[src/hdl/t1ex_pkg.sv]
package t1ex_pkg;

  // Number of prefix key bytes that encrypt mode sends ahead of the data.
  localparam int unsigned PREFIX_BYTES = 4;
  // Step counter: counts prefix bytes, 0 .. PREFIX_BYTES.
  localparam int unsigned STEP_W = (PREFIX_BYTES > 0) ? $clog2(PREFIX_BYTES + 1) : 1;
  // Byte select within prefix_key.
  localparam int unsigned PSEL_W = 2;

  localparam logic [15:0] KEY_MUL    = 16'd52845;
  localparam logic [15:0] KEY_ADD    = 16'd22719;
  // eexec seed; charstrings use 4330, written through the seed register.
  localparam logic [15:0] SEED_EEXEC = 16'd55665;
  localparam logic [2:0]  DISCARD_RESET = 3'd4;

  // Both queues are two entries deep.
  localparam int unsigned QUEUE_DEPTH = 2;
  localparam int unsigned QPTR_W      = $clog2(QUEUE_DEPTH);
  localparam int unsigned QCNT_W      = $clog2(QUEUE_DEPTH + 1);

  localparam int unsigned APB_ADDR_W = 4;
  localparam int unsigned APB_DATA_W = 32;

  typedef enum logic [1:0] {
    REG_DECRYPT_MODE  = 2'd0,
    REG_SEED_VALUE    = 2'd1,
    REG_PREFIX_KEY    = 2'd2,
    REG_DISCARD_COUNT = 2'd3
  } reg_idx_e;

  typedef struct packed {
    logic [7:0] data_byte;
    logic       stream_start;
  } item_t;

  typedef struct packed {
    logic [7:0] out_byte;
    logic       run_last;
  } result_t;

  typedef struct packed {
    logic        decrypt_mode;
    logic [15:0] seed_value;
    logic [31:0] prefix_key;
    logic [2:0]  discard_count;
  } cfg_t;

  // Command passed from the front end to the key engine.
  typedef struct packed {
    logic [7:0] data_byte;
    logic       stream_start;
    logic       decrypt;
  } cmd_t;

  // Key update: (key + cipher byte) * 52845 + 22719, mod 2^16.
  function automatic logic [15:0] next_key(input logic [15:0] key, input logic [7:0] c);
    logic [15:0] sum;
    logic [31:0] prod;
    sum  = key + {8'd0, c};
    prod = sum * KEY_MUL;
    return prod[15:0] + KEY_ADD;
  endfunction

endpackage

[src/hdl/t1ex_cfg.sv]
module t1ex_cfg (
  input  logic                               clk_i,
  input  logic                               rst_ni,
  input  logic                               psel,
  input  logic                               penable,
  input  logic                               pwrite,
  input  logic [t1ex_pkg::APB_ADDR_W-1:0]    paddr,
  input  logic [t1ex_pkg::APB_DATA_W-1:0]    pwdata,
  output logic [t1ex_pkg::APB_DATA_W-1:0]    prdata,
  output logic                               pready,
  output t1ex_pkg::cfg_t                     cfg_o
);
  import t1ex_pkg::*;

  cfg_t     cfg_q, cfg_d;
  reg_idx_e idx;
  logic     wr_en;

  assign idx   = reg_idx_e'(paddr[3:2]);
  assign wr_en = psel && penable && pwrite;
  assign pready = 1'b1;

  always_comb begin
    cfg_d = cfg_q;
    if (wr_en) begin
      case (idx)
        REG_DECRYPT_MODE:  cfg_d.decrypt_mode  = pwdata[0];
        REG_SEED_VALUE:    cfg_d.seed_value    = pwdata[15:0];
        REG_PREFIX_KEY:    cfg_d.prefix_key    = pwdata[31:0];
        REG_DISCARD_COUNT: cfg_d.discard_count = pwdata[2:0];
        default: ;
      endcase
    end
  end

  always_comb begin
    case (idx)
      REG_DECRYPT_MODE:  prdata = {31'd0, cfg_q.decrypt_mode};
      REG_SEED_VALUE:    prdata = {16'd0, cfg_q.seed_value};
      REG_PREFIX_KEY:    prdata = cfg_q.prefix_key;
      REG_DISCARD_COUNT: prdata = {29'd0, cfg_q.discard_count};
      default:           prdata = '0;
    endcase
  end

  always_ff @(posedge clk_i or negedge rst_ni) begin
    if (!rst_ni) begin
      cfg_q.decrypt_mode  <= 1'b1;
      cfg_q.seed_value    <= SEED_EEXEC;
      cfg_q.prefix_key    <= '0;
      cfg_q.discard_count <= DISCARD_RESET;
    end else begin
      cfg_q <= cfg_d;
    end
  end

  assign cfg_o = cfg_q;

endmodule

[src/hdl/t1ex_front.sv]
module t1ex_front (
  input  logic            clk_i,
  input  logic            rst_ni,
  input  t1ex_pkg::item_t item_i,
  input  logic            push_i,
  output logic            full_o,
  input  logic            decrypt_i,
  output t1ex_pkg::cmd_t  cmd_o,
  output logic            cmd_valid_o,
  input  logic            cmd_pop_i
);
  import t1ex_pkg::*;

  cmd_t              mem_q [QUEUE_DEPTH];
  logic [QPTR_W-1:0] wr_ptr_q, wr_ptr_d, rd_ptr_q, rd_ptr_d;
  logic [QCNT_W-1:0] cnt_q, cnt_d;
  logic              do_push, do_pop;
  cmd_t              cmd_new;

  assign full_o      = (cnt_q == QCNT_W'(QUEUE_DEPTH));
  assign cmd_valid_o = (cnt_q != '0);
  assign do_push     = push_i && !full_o;
  assign do_pop      = cmd_pop_i && cmd_valid_o;

  // Tag each item with the mode it is to be run in.
  assign cmd_new.data_byte    = item_i.data_byte;
  assign cmd_new.stream_start = item_i.stream_start;
  assign cmd_new.decrypt      = decrypt_i;

  always_comb begin
    wr_ptr_d = wr_ptr_q;
    rd_ptr_d = rd_ptr_q;
    cnt_d    = cnt_q;
    if (do_push) begin
      wr_ptr_d = (wr_ptr_q == QPTR_W'(QUEUE_DEPTH - 1)) ? '0 : wr_ptr_q + 1'b1;
    end
    if (do_pop) begin
      rd_ptr_d = (rd_ptr_q == QPTR_W'(QUEUE_DEPTH - 1)) ? '0 : rd_ptr_q + 1'b1;
    end
    if (do_push && !do_pop) begin
      cnt_d = cnt_q + 1'b1;
    end else if (!do_push && do_pop) begin
      cnt_d = cnt_q - 1'b1;
    end
  end

  always_ff @(posedge clk_i or negedge rst_ni) begin
    if (!rst_ni) begin
      wr_ptr_q <= '0;
      rd_ptr_q <= '0;
      cnt_q    <= '0;
    end else begin
      wr_ptr_q <= wr_ptr_d;
      rd_ptr_q <= rd_ptr_d;
      cnt_q    <= cnt_d;
    end
  end

  always_ff @(posedge clk_i) begin
    if (do_push) begin
      mem_q[wr_ptr_q] <= cmd_new;
    end
  end

  assign cmd_o = mem_q[rd_ptr_q];

endmodule

[src/hdl/t1ex_back.sv]
module t1ex_back (
  input  logic              clk_i,
  input  logic              rst_ni,
  input  t1ex_pkg::cfg_t    cfg_i,
  input  t1ex_pkg::cmd_t    cmd_i,
  input  logic              cmd_valid_i,
  output logic              cmd_pop_o,
  output t1ex_pkg::result_t res_o,
  output logic              res_valid_o,
  input  logic              res_ready_i
);
  import t1ex_pkg::*;

  logic [15:0]       key_q, key_d, key_eff;
  logic [2:0]        skip_q, skip_d, skip_eff;
  logic              pend_q, pend_d, pend_eff;
  logic [STEP_W-1:0] step_q, step_d;
  logic              load;
  logic              in_prefix;
  logic [PSEL_W-1:0] byte_sel;
  logic [7:0]        src_byte, xor_byte, ciph_byte;
  logic              emit, advance;

  // Stream start reloads the key and counters, but only on the first step.
  assign load     = cmd_i.stream_start && (step_q == '0);
  assign key_eff  = load ? cfg_i.seed_value    : key_q;
  assign skip_eff = load ? cfg_i.discard_count : skip_q;
  assign pend_eff = load ? 1'b1                : pend_q;

  assign in_prefix = !cmd_i.decrypt && pend_eff && (step_q < STEP_W'(PREFIX_BYTES));
  assign byte_sel  = PSEL_W'(PREFIX_BYTES - 1) - PSEL_W'(step_q);
  assign src_byte  = in_prefix ? cfg_i.prefix_key[8*byte_sel +: 8] : cmd_i.data_byte;
  assign xor_byte  = key_eff[15:8] ^ src_byte;
  assign ciph_byte = cmd_i.decrypt ? src_byte : xor_byte;

  assign emit    = cmd_valid_i && !(cmd_i.decrypt && (skip_eff != '0));
  assign advance = cmd_valid_i && (!emit || res_ready_i);

  assign res_valid_o    = emit && res_ready_i;
  assign res_o.out_byte = xor_byte;
  assign res_o.run_last = !in_prefix;
  assign cmd_pop_o      = advance && !in_prefix;

  always_comb begin
    key_d  = key_q;
    skip_d = skip_q;
    pend_d = pend_q;
    step_d = step_q;
    if (advance) begin
      key_d  = next_key(key_eff, ciph_byte);
      skip_d = skip_eff;
      pend_d = pend_eff;
      if (cmd_i.decrypt) begin
        if (skip_eff != '0) begin
          skip_d = skip_eff - 3'd1;
        end
        step_d = '0;
      end else if (in_prefix) begin
        step_d = step_q + 1'b1;
      end else begin
        pend_d = 1'b0;
        step_d = '0;
      end
    end
  end

  always_ff @(posedge clk_i or negedge rst_ni) begin
    if (!rst_ni) begin
      key_q  <= SEED_EEXEC;
      skip_q <= DISCARD_RESET;
      pend_q <= 1'b1;
      step_q <= '0;
    end else begin
      key_q  <= key_d;
      skip_q <= skip_d;
      pend_q <= pend_d;
      step_q <= step_d;
    end
  end

endmodule

[src/hdl/t1ex_resq.sv]
module t1ex_resq (
  input  logic              clk_i,
  input  logic              rst_ni,
  input  t1ex_pkg::result_t res_i,
  input  logic              res_valid_i,
  output logic              res_ready_o,
  output t1ex_pkg::result_t result_o,
  output logic              empty_o,
  input  logic              pop_i
);
  import t1ex_pkg::*;

  result_t           mem_q [QUEUE_DEPTH];
  logic [QPTR_W-1:0] wr_ptr_q, wr_ptr_d, rd_ptr_q, rd_ptr_d;
  logic [QCNT_W-1:0] cnt_q, cnt_d;
  logic              do_push, do_pop;

  assign res_ready_o = (cnt_q != QCNT_W'(QUEUE_DEPTH));
  assign empty_o     = (cnt_q == '0);
  assign do_push     = res_valid_i && res_ready_o;
  assign do_pop      = pop_i && !empty_o;

  always_comb begin
    wr_ptr_d = wr_ptr_q;
    rd_ptr_d = rd_ptr_q;
    cnt_d    = cnt_q;
    if (do_push) begin
      wr_ptr_d = (wr_ptr_q == QPTR_W'(QUEUE_DEPTH - 1)) ? '0 : wr_ptr_q + 1'b1;
    end
    if (do_pop) begin
      rd_ptr_d = (rd_ptr_q == QPTR_W'(QUEUE_DEPTH - 1)) ? '0 : rd_ptr_q + 1'b1;
    end
    if (do_push && !do_pop) begin
      cnt_d = cnt_q + 1'b1;
    end else if (!do_push && do_pop) begin
      cnt_d = cnt_q - 1'b1;
    end
  end

  always_ff @(posedge clk_i or negedge rst_ni) begin
    if (!rst_ni) begin
      wr_ptr_q <= '0;
      rd_ptr_q <= '0;
      cnt_q    <= '0;
    end else begin
      wr_ptr_q <= wr_ptr_d;
      rd_ptr_q <= rd_ptr_d;
      cnt_q    <= cnt_d;
    end
  end

  always_ff @(posedge clk_i) begin
    if (do_push) begin
      mem_q[wr_ptr_q] <= res_i;
    end
  end

  assign result_o = mem_q[rd_ptr_q];

endmodule

[src/hdl/type1_eexec_cipher_top.sv]
// Channel    | Direction | Handshake          | Payload
// -----------+-----------+--------------------+--------------------------------
// input      | in        | push / full        | item_i   (data_byte, stream_start)
// result     | out       | empty / pop        | result_o (out_byte, run_last)
// config     | in/out    | APB psel .. pready | pwdata / prdata, four registers
//
// In decrypt mode the block takes one item per cycle while the result queue has room, and
// gives at most one result each. In encrypt mode an item that finds the prefix still pending
// (the first item of a stream) gives PREFIX_BYTES + 1 results, one per key update, since all
// results run through the single key update multiplier; later items wait. Others give one.
// An item is held in the input queue, and its result in the result queue, before it shows.
// Reset loads the register defaults and the eexec seed; there is no clearing pass.
// Input and result queues are two items deep, so either side may stall on its own.
module type1_eexec_cipher_top (
  input  logic                            clk_i,
  input  logic                            rst_ni,
  // Input item queue side.
  input  t1ex_pkg::item_t                 item_i,
  input  logic                            push,
  output logic                            full,
  // Result queue side.
  output t1ex_pkg::result_t               result_o,
  output logic                            empty,
  input  logic                            pop,
  // Configuration port.
  input  logic                            psel,
  input  logic                            penable,
  input  logic                            pwrite,
  input  logic [t1ex_pkg::APB_ADDR_W-1:0] paddr,
  input  logic [t1ex_pkg::APB_DATA_W-1:0] pwdata,
  output logic [t1ex_pkg::APB_DATA_W-1:0] prdata,
  output logic                            pready
);
  import t1ex_pkg::*;

  cfg_t    cfg;
  cmd_t    cmd;
  logic    cmd_valid, cmd_pop;
  result_t res;
  logic    res_valid, res_ready;

  // Register file: mode, seed, prefix key and discard count.
  t1ex_cfg u_cfg (
    .clk_i   (clk_i),
    .rst_ni  (rst_ni),
    .psel    (psel),
    .penable (penable),
    .pwrite  (pwrite),
    .paddr   (paddr),
    .pwdata  (pwdata),
    .prdata  (prdata),
    .pready  (pready),
    .cfg_o   (cfg)
  );

  // Front end: accepts each item, tags it with the current mode and queues it.
  t1ex_front u_front (
    .clk_i       (clk_i),
    .rst_ni      (rst_ni),
    .item_i      (item_i),
    .push_i      (push),
    .full_o      (full),
    .decrypt_i   (cfg.decrypt_mode),
    .cmd_o       (cmd),
    .cmd_valid_o (cmd_valid),
    .cmd_pop_i   (cmd_pop)
  );

  // Key engine: one cipher byte and one key update per cycle, unless a full result queue holds
  // it. It walks the prefix bytes of an encrypt stream before the data byte and drops the
  // leading decrypted bytes while still advancing the key.
  t1ex_back u_back (
    .clk_i       (clk_i),
    .rst_ni      (rst_ni),
    .cfg_i       (cfg),
    .cmd_i       (cmd),
    .cmd_valid_i (cmd_valid),
    .cmd_pop_o   (cmd_pop),
    .res_o       (res),
    .res_valid_o (res_valid),
    .res_ready_i (res_ready)
  );

  // Result queue, which holds finished items until they are popped.
  t1ex_resq u_resq (
    .clk_i       (clk_i),
    .rst_ni      (rst_ni),
    .res_i       (res),
    .res_valid_i (res_valid),
    .res_ready_o (res_ready),
    .result_o    (result_o),
    .empty_o     (empty),
    .pop_i       (pop)
  );

endmodule

[config.mk]
export PLATFORM = sky130hd
export DESIGN_NAME = type1_eexec_cipher_top
export DESIGN_NICKNAME = d
export VERILOG_FILES = /design/src/hdl/t1ex_pkg.sv /design/src/hdl/t1ex_cfg.sv /design/src/hdl/t1ex_front.sv /design/src/hdl/t1ex_back.sv /design/src/hdl/t1ex_resq.sv /design/src/hdl/type1_eexec_cipher_top.sv
export SDC_FILE = /design/constraint.sdc
export NUM_CORES = 1
export LEC_CHECK = 0
export ABC_CLOCK_PERIOD_IN_PS = 19700
export BUFFER_PORTS_ARGS = -buffer_cell sky130_fd_sc_hd__clkbuf_2
export CORE_ASPECT_RATIO = 1.1
export CORE_MARGIN = 3
export CORE_UTILIZATION = 30
export DETAILED_ROUTE_END_ITERATION = 10
export PLACE_DENSITY_LB_ADDON = 0.3
export SYNTH_ARGS = -nofsm -noshare
export SYNTH_HDL_FRONTEND = slang
export SYNTH_SLANG_ARGS = --single-unit
[constraint.sdc]
create_clock -name clk_i -period 19.7 [get_ports clk_i]
set_input_delay 0.985 -clock clk_i [delete_from_list [all_inputs] [get_ports clk_i]]
set_output_delay 0.985 -clock clk_i [all_outputs]
set_load 0.01 [all_outputs]
Word-level counts from Yosys, hierarchy flattened
Memories as Yosys holds them, arrays and structs flattened.
Cells that the tools add are included.
{"block": "totals", "register_bits": 83, "mem_bits_rw": 38, "in_bits": 52, "wordCells": 102, "n_memories": 2}
{"block": "op_classes", "n_addsub": 13, "multipliers": 1, "order_cmp": 1, "n_eq_ne": 5, "n_shift": 1, "n_mux": 24, "bitwise_logic": 1, "n_reduce_logical": 40}
{"name": "u_front.mem_q", "words": 2, "word_bits": 10, "rd": 1, "rd_ports_with_merged_regs": 0, "wr": 1, "line": "t1ex_front.sv:14", "text": "cmd_t mem_q [QUEUE_DEPTH];"}
{"name": "u_resq.mem_q", "words": 2, "word_bits": 9, "rd": 1, "rd_ports_with_merged_regs": 0, "wr": 1, "line": "t1ex_resq.sv:13", "text": "result_t mem_q [QUEUE_DEPTH];"}
{"operator": "32-bit case mux with 4 select lines", "count": 1}
{"operator": "32-bit by 6-bit variable part select with 8-bit output", "count": 1}
{"operator": "1-bit logical AND", "count": 18}
{"operator": "16-bit by 15-bit adder with 16-bit output, second input constant", "count": 1}
{"operator": "16-bit by 8-bit adder with 16-bit output", "count": 1}
{"operator": "16-bit by 15-bit multiplier with 16-bit output, second input constant", "count": 1}
{"operator": "16-bit 2-to-1 mux", "count": 1}
{"operator": "8-bit 2-to-1 mux", "count": 2}
{"operator": "3-bit 2-to-1 mux", "count": 5}
{"operator": "1-bit 2-to-1 mux", "count": 11}
{"operator": "1-bit logical NOT", "count": 10}
{"operator": "2-bit 2-to-1 mux", "count": 4}
{"operator": "2-bit AND reduction", "count": 4}
{"operator": "8-bit bitwise XOR", "count": 1}
{"operator": "2-bit equality test, second input constant", "count": 3}
{"operator": "2-bit nonzero test", "count": 3}
{"operator": "1-bit adder, second input constant", "count": 4}
{"operator": "2-bit by 1-bit adder with 2-bit output, second input constant", "count": 2}
{"operator": "2-bit logical NOT", "count": 2}
{"operator": "2-bit by 1-bit subtractor with 2-bit output, second input constant", "count": 2}
{"operator": "3-bit by 1-bit adder with 3-bit output, second input constant", "count": 1}
{"operator": "3-bit logical NOT", "count": 1}
{"operator": "3-bit < comparator, second input constant", "count": 1}
{"operator": "3-bit nonzero test", "count": 1}
{"operator": "5 further kinds", "count": 5}

Logic depth before layout (Yosys ltp)
Gate-level depths: netlist of run 1.
{"block": "depth", "ltp_word": 15, "mapped_depth": 37, "mapped_depth_nobuf": 34}

Modules after synthesis
Synthesis of run 1 repeated with hierarchy kept, for this count alone.
{"block": "hier_totals", "cells_unflattened": 798, "area_unflattened_um2": 8999.9}
{"module": "t1ex_back", "instances": 1, "cells_each": 543, "area_each_um2": 4829.6, "seq_area_each_um2": 589.3}
{"module": "t1ex_cfg", "instances": 1, "cells_each": 159, "area_each_um2": 2357.3, "seq_area_each_um2": 1315.0}
{"module": "t1ex_front", "instances": 1, "cells_each": 50, "area_each_um2": 968.4, "seq_area_each_um2": 700.7}
{"module": "t1ex_resq", "instances": 1, "cells_each": 46, "area_each_um2": 844.6, "seq_area_each_um2": 640.6}

Worst setup path before layout of run 1
No wires, ideal clock.
{"block": "synth_path", "path_type": "register -> register", "startpoint": "register u_back.step_q[0]", "endpoint": "register u_back.key_q[15]", "setup_time_ns": 0.064, "t_arrival_ns": 8.273, "setup_slack_ns": 11.363, "stages_incl_launch_ff": 35, "n_path_buf": 4, "cell_sequence": "dfrtp_1 clkbuf_1 inv_1 ha_1 and3_1 buf_6 buf_4 o21ai_2 clkbuf_1 a21oi_1 xor2_1 ha_1 o21ai_1 o21a_1 o21a_1 nor4_2 nand3_1 xor2_1 mux2i_1 ha_1 inv_1 fa_1 fa_1 fa_1 fa_1 inv_1 fa_1 xnor2_1 xnor2_1 xnor2_1 xnor3_1 xnor2_1 xnor3_1 a211o_1 nand3_1"}
{"block": "synth_via", "elab_chain_len": 11, "elab_cells_between_ends": 23, "cone_classes": "3 x add/sub; 1 x mul; 1 x order compare; 1 x shift; 5 x mux; 1 x bitwise; 11 x reduce/logical"}
{"item": "from (decl)", "line": "t1ex_back.sv:17", "text": "logic [STEP_W-1:0] step_q, step_d;"}
{"item": "from (signal assigned)", "line": "t1ex_back.sv:77", "text": "step_q <= step_d;"}
{"item": "branches (longest 11 deep; another with 16-bit by 8-bit adder with 16-bit output)"}
{"item": "to (signal assigned)", "line": "t1ex_back.sv:74", "text": "key_q <= key_d;"}
{"item": "to (decl)", "line": "t1ex_back.sv:14", "text": "logic [15:0] key_q, key_d, key_eff;"}
Several ways; the timed one is not identified.
A chain may end at the register's enable or synchronous reset.

Worst setup path in the final report of run 1
{"block": "layout_path", "startpoint": "register u_front.rd_ptr_q", "endpoint": "register u_back.key_q[15]"}
{"block": "layout_via", "elab_chain_len": 11, "elab_cells_between_ends": 21, "cone_classes": "2 x add/sub; 1 x mul; 5 x mux; 1 x bitwise; 11 x reduce/logical; 1 x memory"}
{"item": "from (decl)", "line": "t1ex_front.sv:15", "text": "logic [QPTR_W-1:0] wr_ptr_q, wr_ptr_d, rd_ptr_q, rd_ptr_d;"}
{"item": "from (signal assigned)", "line": "t1ex_front.sv:54", "text": "rd_ptr_q <= rd_ptr_d;"}
{"item": "memory read 2 x 10 bit *"}
{"item": "1-bit logical AND", "line": "t1ex_back.sv:25", "text": "assign load = cmd_i.stream_start && (step_q == '0);"}
{"item": "1-bit 2-to-1 mux", "line": "t1ex_back.sv:28", "text": "assign pend_eff = load ? 1'b1 : pend_q;"}
{"item": "1-bit logical AND (2 in series)", "line": "t1ex_back.sv:30", "text": "assign in_prefix = !cmd_i.decrypt && pend_eff && (step_q < STEP_W'(PREFIX_BYTES));"}
{"item": "8-bit 2-to-1 mux", "line": "t1ex_back.sv:32", "text": "assign src_byte = in_prefix ? cfg_i.prefix_key[8*byte_sel +: 8] : cmd_i.data_byte;"}
{"item": "8-bit bitwise XOR", "line": "t1ex_back.sv:33", "text": "assign xor_byte = key_eff[15:8] ^ src_byte;"}
{"item": "8-bit 2-to-1 mux", "line": "t1ex_back.sv:34", "text": "assign ciph_byte = cmd_i.decrypt ? src_byte : xor_byte;"}
{"item": "16-bit by 8-bit adder with 16-bit output", "line": "t1ex_pkg.sv:59", "text": "sum = key + {8'd0, c};"}
{"item": "16-bit by 15-bit multiplier with 16-bit output", "line": "t1ex_pkg.sv:60", "text": "prod = sum * KEY_MUL;"}
{"item": "16-bit by 15-bit adder with 16-bit output", "line": "t1ex_pkg.sv:61", "text": "return prod[15:0] + KEY_ADD;"}
Mark *: on every way between the ends. The rest lies on a longest branch, timed or not.

==> run metrics, run 1 <==
biggest area consumer among synthesized cells=dfrtp_1; clk_skew=11.9 ps; Clock Path Buffers=2; top_reg_cell synth=dfrtp_1; Synth Area in Simple Gates=7.22%; IO buf count=92; final WL=21200 um; Post-synth EDFFs=38; multiplexer share of the synthesized area=14.9%; crit path kind=register to register; Critical Path Start Type=register; DRT iter0 DRCs=281; CTS Buf Count=17; post-synthesis sequential area ratio=37.2%; RSZ-0062 raised after global routing=no; CTS tree=done; Synth Warn #=0; final hold vios=0; First-pass DRT Iterations=4; CTS-repair resized insts=0; Max Clk Rate=107 MHz; GPL Wtd Cong=0.847; Final setup viols=0; syn_nets=931; via density per instance=4.68; worst-margin pin slew=1140 ps; slowest CP cell=dfrtp_1; Post-Synth XOR/XNOR Area=6.93%; Adder-Cell Fraction of Synth Area=21.3%; final core occ=36.1%; setup slack, reg-to-reg=10360 ps; Post-DP HPWL=16600 um; Root Driver=clkbuf_16; Post-DRT Antenna Nets=0; Worst R2R End=u_back.key_q[15]; R2R depth=31; reg2reg start=u_front.rd_ptr_q; crit-path max FO=23; Layout Area Growth over Synthesis=16.7%; CP endpoint kind=register; status=finished, final reports clean; ratio of cells with drive above 1 in the final layout=26.1%; DRC viols=0; WL/cell=17.3 um; first-pass GRT wire length=34100 um; antenna fix cells=0; grt ovf=0; Max stage delay on crit path=710 ps; Post-CTS Hold Buffers=0; worst hold path class=primary input to asynchronous set/reset pin; via count=5752; Worst Path Arrival=9700 ps; max-slew violation count=0; most common cell after layout, fill and taps aside=clkbuf_2; CP delay by family, top=adder cells; initial antenna violation count=0; Synth top area share=17.5%; post-synth design cell area=8730 um2; Synth Register Bits=121; post-CTS setup buffer count=0; Mean Syn Cell Area=11.6 um2; CP required=20060 ps; setup tns final=0 ps; relative slew slack=24.2%; Die ar.=31200 um2; worst-skew pair later-pin latency=420 ps; core footprint=28300 um2; largest net degree at the start of global routing=59; CTS clock-pin slew for the worst setup and hold paths=60 ps; Buf+Inv Stages, Crit Path=3; most used cell along the critical path=fa_1; Yosys cell types=58; post-synthesis compound-gate area fraction=7.28%; site row count=64; Die Span X=169 um; fin nets=1027; max_cap viols=0; top post-synthesis cells by area=dfrtp_1 17%, edfxtp_1 13%, ha_1 11%, fa_1 9.9%, dfstp_2 6.6%; # IOs=96; CTS H-Tree Depth=4; Async SR Flop Fraction=68.6%; combinational family with the most area after synthesis=adder cells; Initial Utilization=30.9%; final worst-path cycle share=47.4%; most frequent cells in the layout=91 x clkbuf_2, 90 x inv_1, 80 x ha_1; Final min period=9340 ps; Die Height=185 um; Cells after Synth=756; vias in the first global route=6074; # clock sinks=121; Tot GR Track Use=14.2%
## cell usage after synthesis (3+ instances only)
cell type / count
a211oi_1: 5
a21o_1: 7
a21oi_1: 21
a22o_1: 15
and2_1: 18
buf_2: 3
clkbuf_1: 18
dfrtp_1: 61
dfstp_2: 22
edfxtp_1: 38
fa_1: 43
ha_1: 80
inv_1: 90
mux2_1: 25
mux2_2: 50
mux2i_1: 18
mux4_2: 9
nand2_1: 31
nand2b_1: 3
nand3_1: 5
nand4_1: 4
nor2_1: 38
nor2b_1: 8
nor3_1: 9
nor3b_1: 3
o21a_1: 4
o21ai_0: 8
o21ai_1: 19
o21bai_1: 3
xnor2_1: 38
xor2_1: 26
## how the worst max path moves through the flow
stage | cells after the start | startpoint | slack [ps] | end
2_1_floorplan | 34 | u_back.step_q[0] | 11360 | u_back.key_q[15]
3_3_place_gp | 31 | u_front.rd_ptr_q | 10390 | u_back.key_q[15]
3_5_place_dp | 31 | u_front.rd_ptr_q | 10340 | u_back.key_q[15]
4_1_cts | 32 | u_back.step_q[0] | 10280 | u_back.key_q[15]
5_1_grt | 32 | u_back.step_q[0] | 9720 | u_back.key_q[15]
6_report | 31 | u_front.rd_ptr_q | 10360 | u_back.key_q[15]
## flip-flops by register name, indices dropped and copies added, names as in the netlist, 2 cells and up
register and count:
u_resq.mem_q 18, u_back.skip_q 3, u_back.step_q 3, u_front.cnt_q 2
u_resq.cnt_q 2, u_cfg.cfg_o 52, u_back.key_q 16, u_front.mem_q 20
## logic make-up (layout without fill, tap and decap cells)
group | Yosys count | in the layout
flops | 121 | 121
fa+ha+maj | 123 | 123
other cells | 1 | 1
mux | 106 | 106
compound gates | 96 | 96
buf+inv | 115 | 224
xor+xnor | 66 | 66
simple gates | 128 | 128
## per-stage QoR
stage	setup WS, ps	instances	hold WS, ps	instance area, um2
5_1_grt	9720	1228	465	10200
6_report	10360	1228	457	10200
4_1_cts	10280	1228	451	10200
3_3_place_gp	10390	1196	450	9630
2_1_floorplan	11360	756	441	8730
3_5_place_dp	10340	1196	454	9630
## layer usage
layer	part of all wire [%]	vias up	track usage, %	routed length (um)
li1	-	2802	-	-
met2	51	93	24.7	10800
met5	0	-	0	0
met1	44	2838	18.3	9370
met3	3.5	19	2.52	749
met4	1.5	0	3.70	309
## area by class of cell
type	instances	area, um2
Sequential cell	121	3250
Fill cell	2852	18100
Inverter	90	338
Clock buffer	18	429
Multi-Input combinational cell	520	5050
Tap cell	363	454
Timing Repair Buffer	102	538
Clock inverter	14	138
Power of run 1 is left out: the tool's default activity adds up to more than one toggle a clock period on the data nets, which glitch-free logic cannot reach.
==> run 2, diff against run 1 <==
Settings changed: ABC_CLOCK_PERIOD_IN_PS 19700 to 7760.
Clock period 19.7 ns to 7.76 ns, I/O delays scaled along.
==> run metrics, run 2 (synthesis results as in run 1) <==
Root Driver=clkbuf_16 (unchanged); IO buf count=92 (unchanged); dpl ws=-174 ps (was 10340 ps); Layout fillers=2792 (was 2852); first-pass GRT wire length=35100 um (was 34100 um); Worst Path Arrival=7960 ps (was 9700 ps); Critical Path Start Type=register (unchanged); Initial Utilization=30.9% (unchanged); Die Span X=169 um (unchanged); Die ar.=31200 um2 (unchanged); max_cap viols=0 (unchanged); Die Height=185 um (unchanged); Post-DP HPWL=17500 um (was 16600 um); via density per instance=4.62 (was 4.68); Max Clk Rate=132 MHz (was 107 MHz); final hold vios=0 (unchanged); status=finished, final reports clean (unchanged); gr busiest metal=met2 (unchanged); crit path kind=register to register (unchanged); grt ovf=0 (unchanged); setup tns final=0 ps (unchanged); Final min period=7600 ps (was 9340 ps); most common cell after layout, fill and taps aside=clkbuf_2 (unchanged); site row count=64 (unchanged); Tot GR Track Use=14.5% (was 14.2%); relative slew slack=17.7% (was 24.2%); Finished Cell Area=11000 um2 (was 10200 um2); antenna fix cells=0 (unchanged); vias in the first global route=6528 (was 6074); CP required=8120 ps (was 20060 ps); Max stage delay on crit path=550 ps (was 710 ps); CTS H-Tree Depth=4 (unchanged); R2R depth=31 (unchanged); First-pass DRT Iterations=4 (unchanged); ratio of cells with drive above 1 in the final layout=36.8% (was 26.1%); via count=6040 (was 5752); CTS Buf Count=17 (unchanged); met2 Resource Use GR=26.1% (was 24.7%); initial antenna violation count=0 (unchanged); worst-margin pin slew=1230 ps (was 1140 ps); core footprint=28300 um2 (unchanged); fin nets=1105 (was 1027); multi-input logic area=5310 um2 (was 5050 um2); GPL Wtd Cong=0.816 (was 0.847); clk_skew=11.2 ps (was 11.9 ps); most frequent cells in the layout=91 x clkbuf_2, 87 x inv_1, 83 x buf_4 (was 91 x clkbuf_2, 90 x inv_1, 80 x ha_1); PnR worst setup slack=158 ps (was 10360 ps); final WL=21900 um (was 21200 um); Clock Path Buffers=2 (unchanged); Storage cell area=3250 um2 (unchanged); CTS tree=done (unchanged); Post-DRT Antenna Nets=0 (unchanged); met3 Use GR=2.31% (was 2.52%); final core occ=39.1% (was 36.1%); DRC viols=0 (unchanged); crit-path max FO=8 (was 23); Final setup viols=0 (unchanged); RSZ-0062 raised after global routing=yes (was no); # clock sinks=121 (unchanged); WL/cell=16.7 um (was 17.3 um); CP endpoint kind=register (unchanged); largest net degree at the start of global routing=58 (was 59); Layout Area Growth over Synthesis=26.5% (was 16.7%); hold path depth=1; slowest CP cell=fa_1 (was dfrtp_1); CTS clock-pin slew for the worst setup and hold paths=60 ps (about the same); DP Area=10200 um2 (was 9630 um2); met1 usage=18.1% (was 18.3%); worst hold path class=primary input to register (was primary input to asynchronous set/reset pin); final worst-path cycle share=98.0% (was 47.4%); Largest register FFs=52 (unchanged); DRT iter0 DRCs=238 (was 281); most used cell along the critical path=fa_1 (unchanged); worst-skew pair later-pin latency=420 ps (about the same); # IOs=96 (unchanged); max-slew violation count=0 (unchanged)
==> run 2: cell types whose count changed in the layout (fill, tap and decap cells not counted), moves of 4 or more <==
cell     before  now
a21oi_2       0    6
mux2i_1      18   14
fa_2          0    4
a21oi_1      21   14
fa_1         43   39
ha_1         80   76
buf_4        11   83
nor2_1       38   34
==> run 2: worst paths after layout <==
check                                      start  slack (ps)             endpoint
worst max-delay path            u_front.rd_ptr_q         160     u_back.key_q[15]
min in group asynchronous                 rst_ni         410      u_cfg.cfg_o[42]
worst max register to register  u_front.rd_ptr_q         160     u_back.key_q[15]
max in group asynchronous                 rst_ni        6260      u_resq.wr_ptr_q
worst min register to register   u_back.key_q[6]         460      u_back.key_q[6]
worst min-delay path                   item_i[2]         170  u_front.mem_q[0][3]
==> run 2: layout make-up <==
class                      instances  share of cell area (%)
clock buffer                      17                    3.85
clock inverter                    15                    1.18
inverter                          90                    3.06
multi-input combinational        521                    48.1
sequential                       121                    29.4
tap                              363                    4.11
timing repair buffer             179                    10.3
==> run 2: metal layers <==
metal	routed length [um]	share of wire, %	up-vias
li1	-	-	2958
met5	0	0	-
met4	337	1.5	0
met1	9580	44	2983
met3	551	2.5	19
met2	11400	52	80
==> run 2: critical path, delay by kind of cell, from the launching register on <==
kind / cells / cell delay [ps]
buffers and inverters: 4 / 420
adder cells (fa/ha/maj): 7 / 2920
multiplexers: 3 / 740
XOR/XNOR: 8 / 1480
AND/OR/NAND/NOR: 5 / 780
AO/OA/AOI/OAI: 4 / 800
flip-flops: 1 / 390
==> run 2: timing repair <==
action	in CTS	in global routing
hold buffers	1	0
pin swaps	14	33
gates resized for setup	19	36
setup buffers	5	5
endpoints found under the hold margin	16	0
cloned	1	0
setup endpoints to repair	3	4
==> run 2: stage by stage <==
stage / hold slack, ps / std cells
floorplan: 92.4 / 756
global placement: 324 / 1263
detailed placement: 322 / 1263
CTS: 157 / 1302
global route: 159 / 1306
finish: 172 / 1306
Power of run 2 is left out for the same reason.
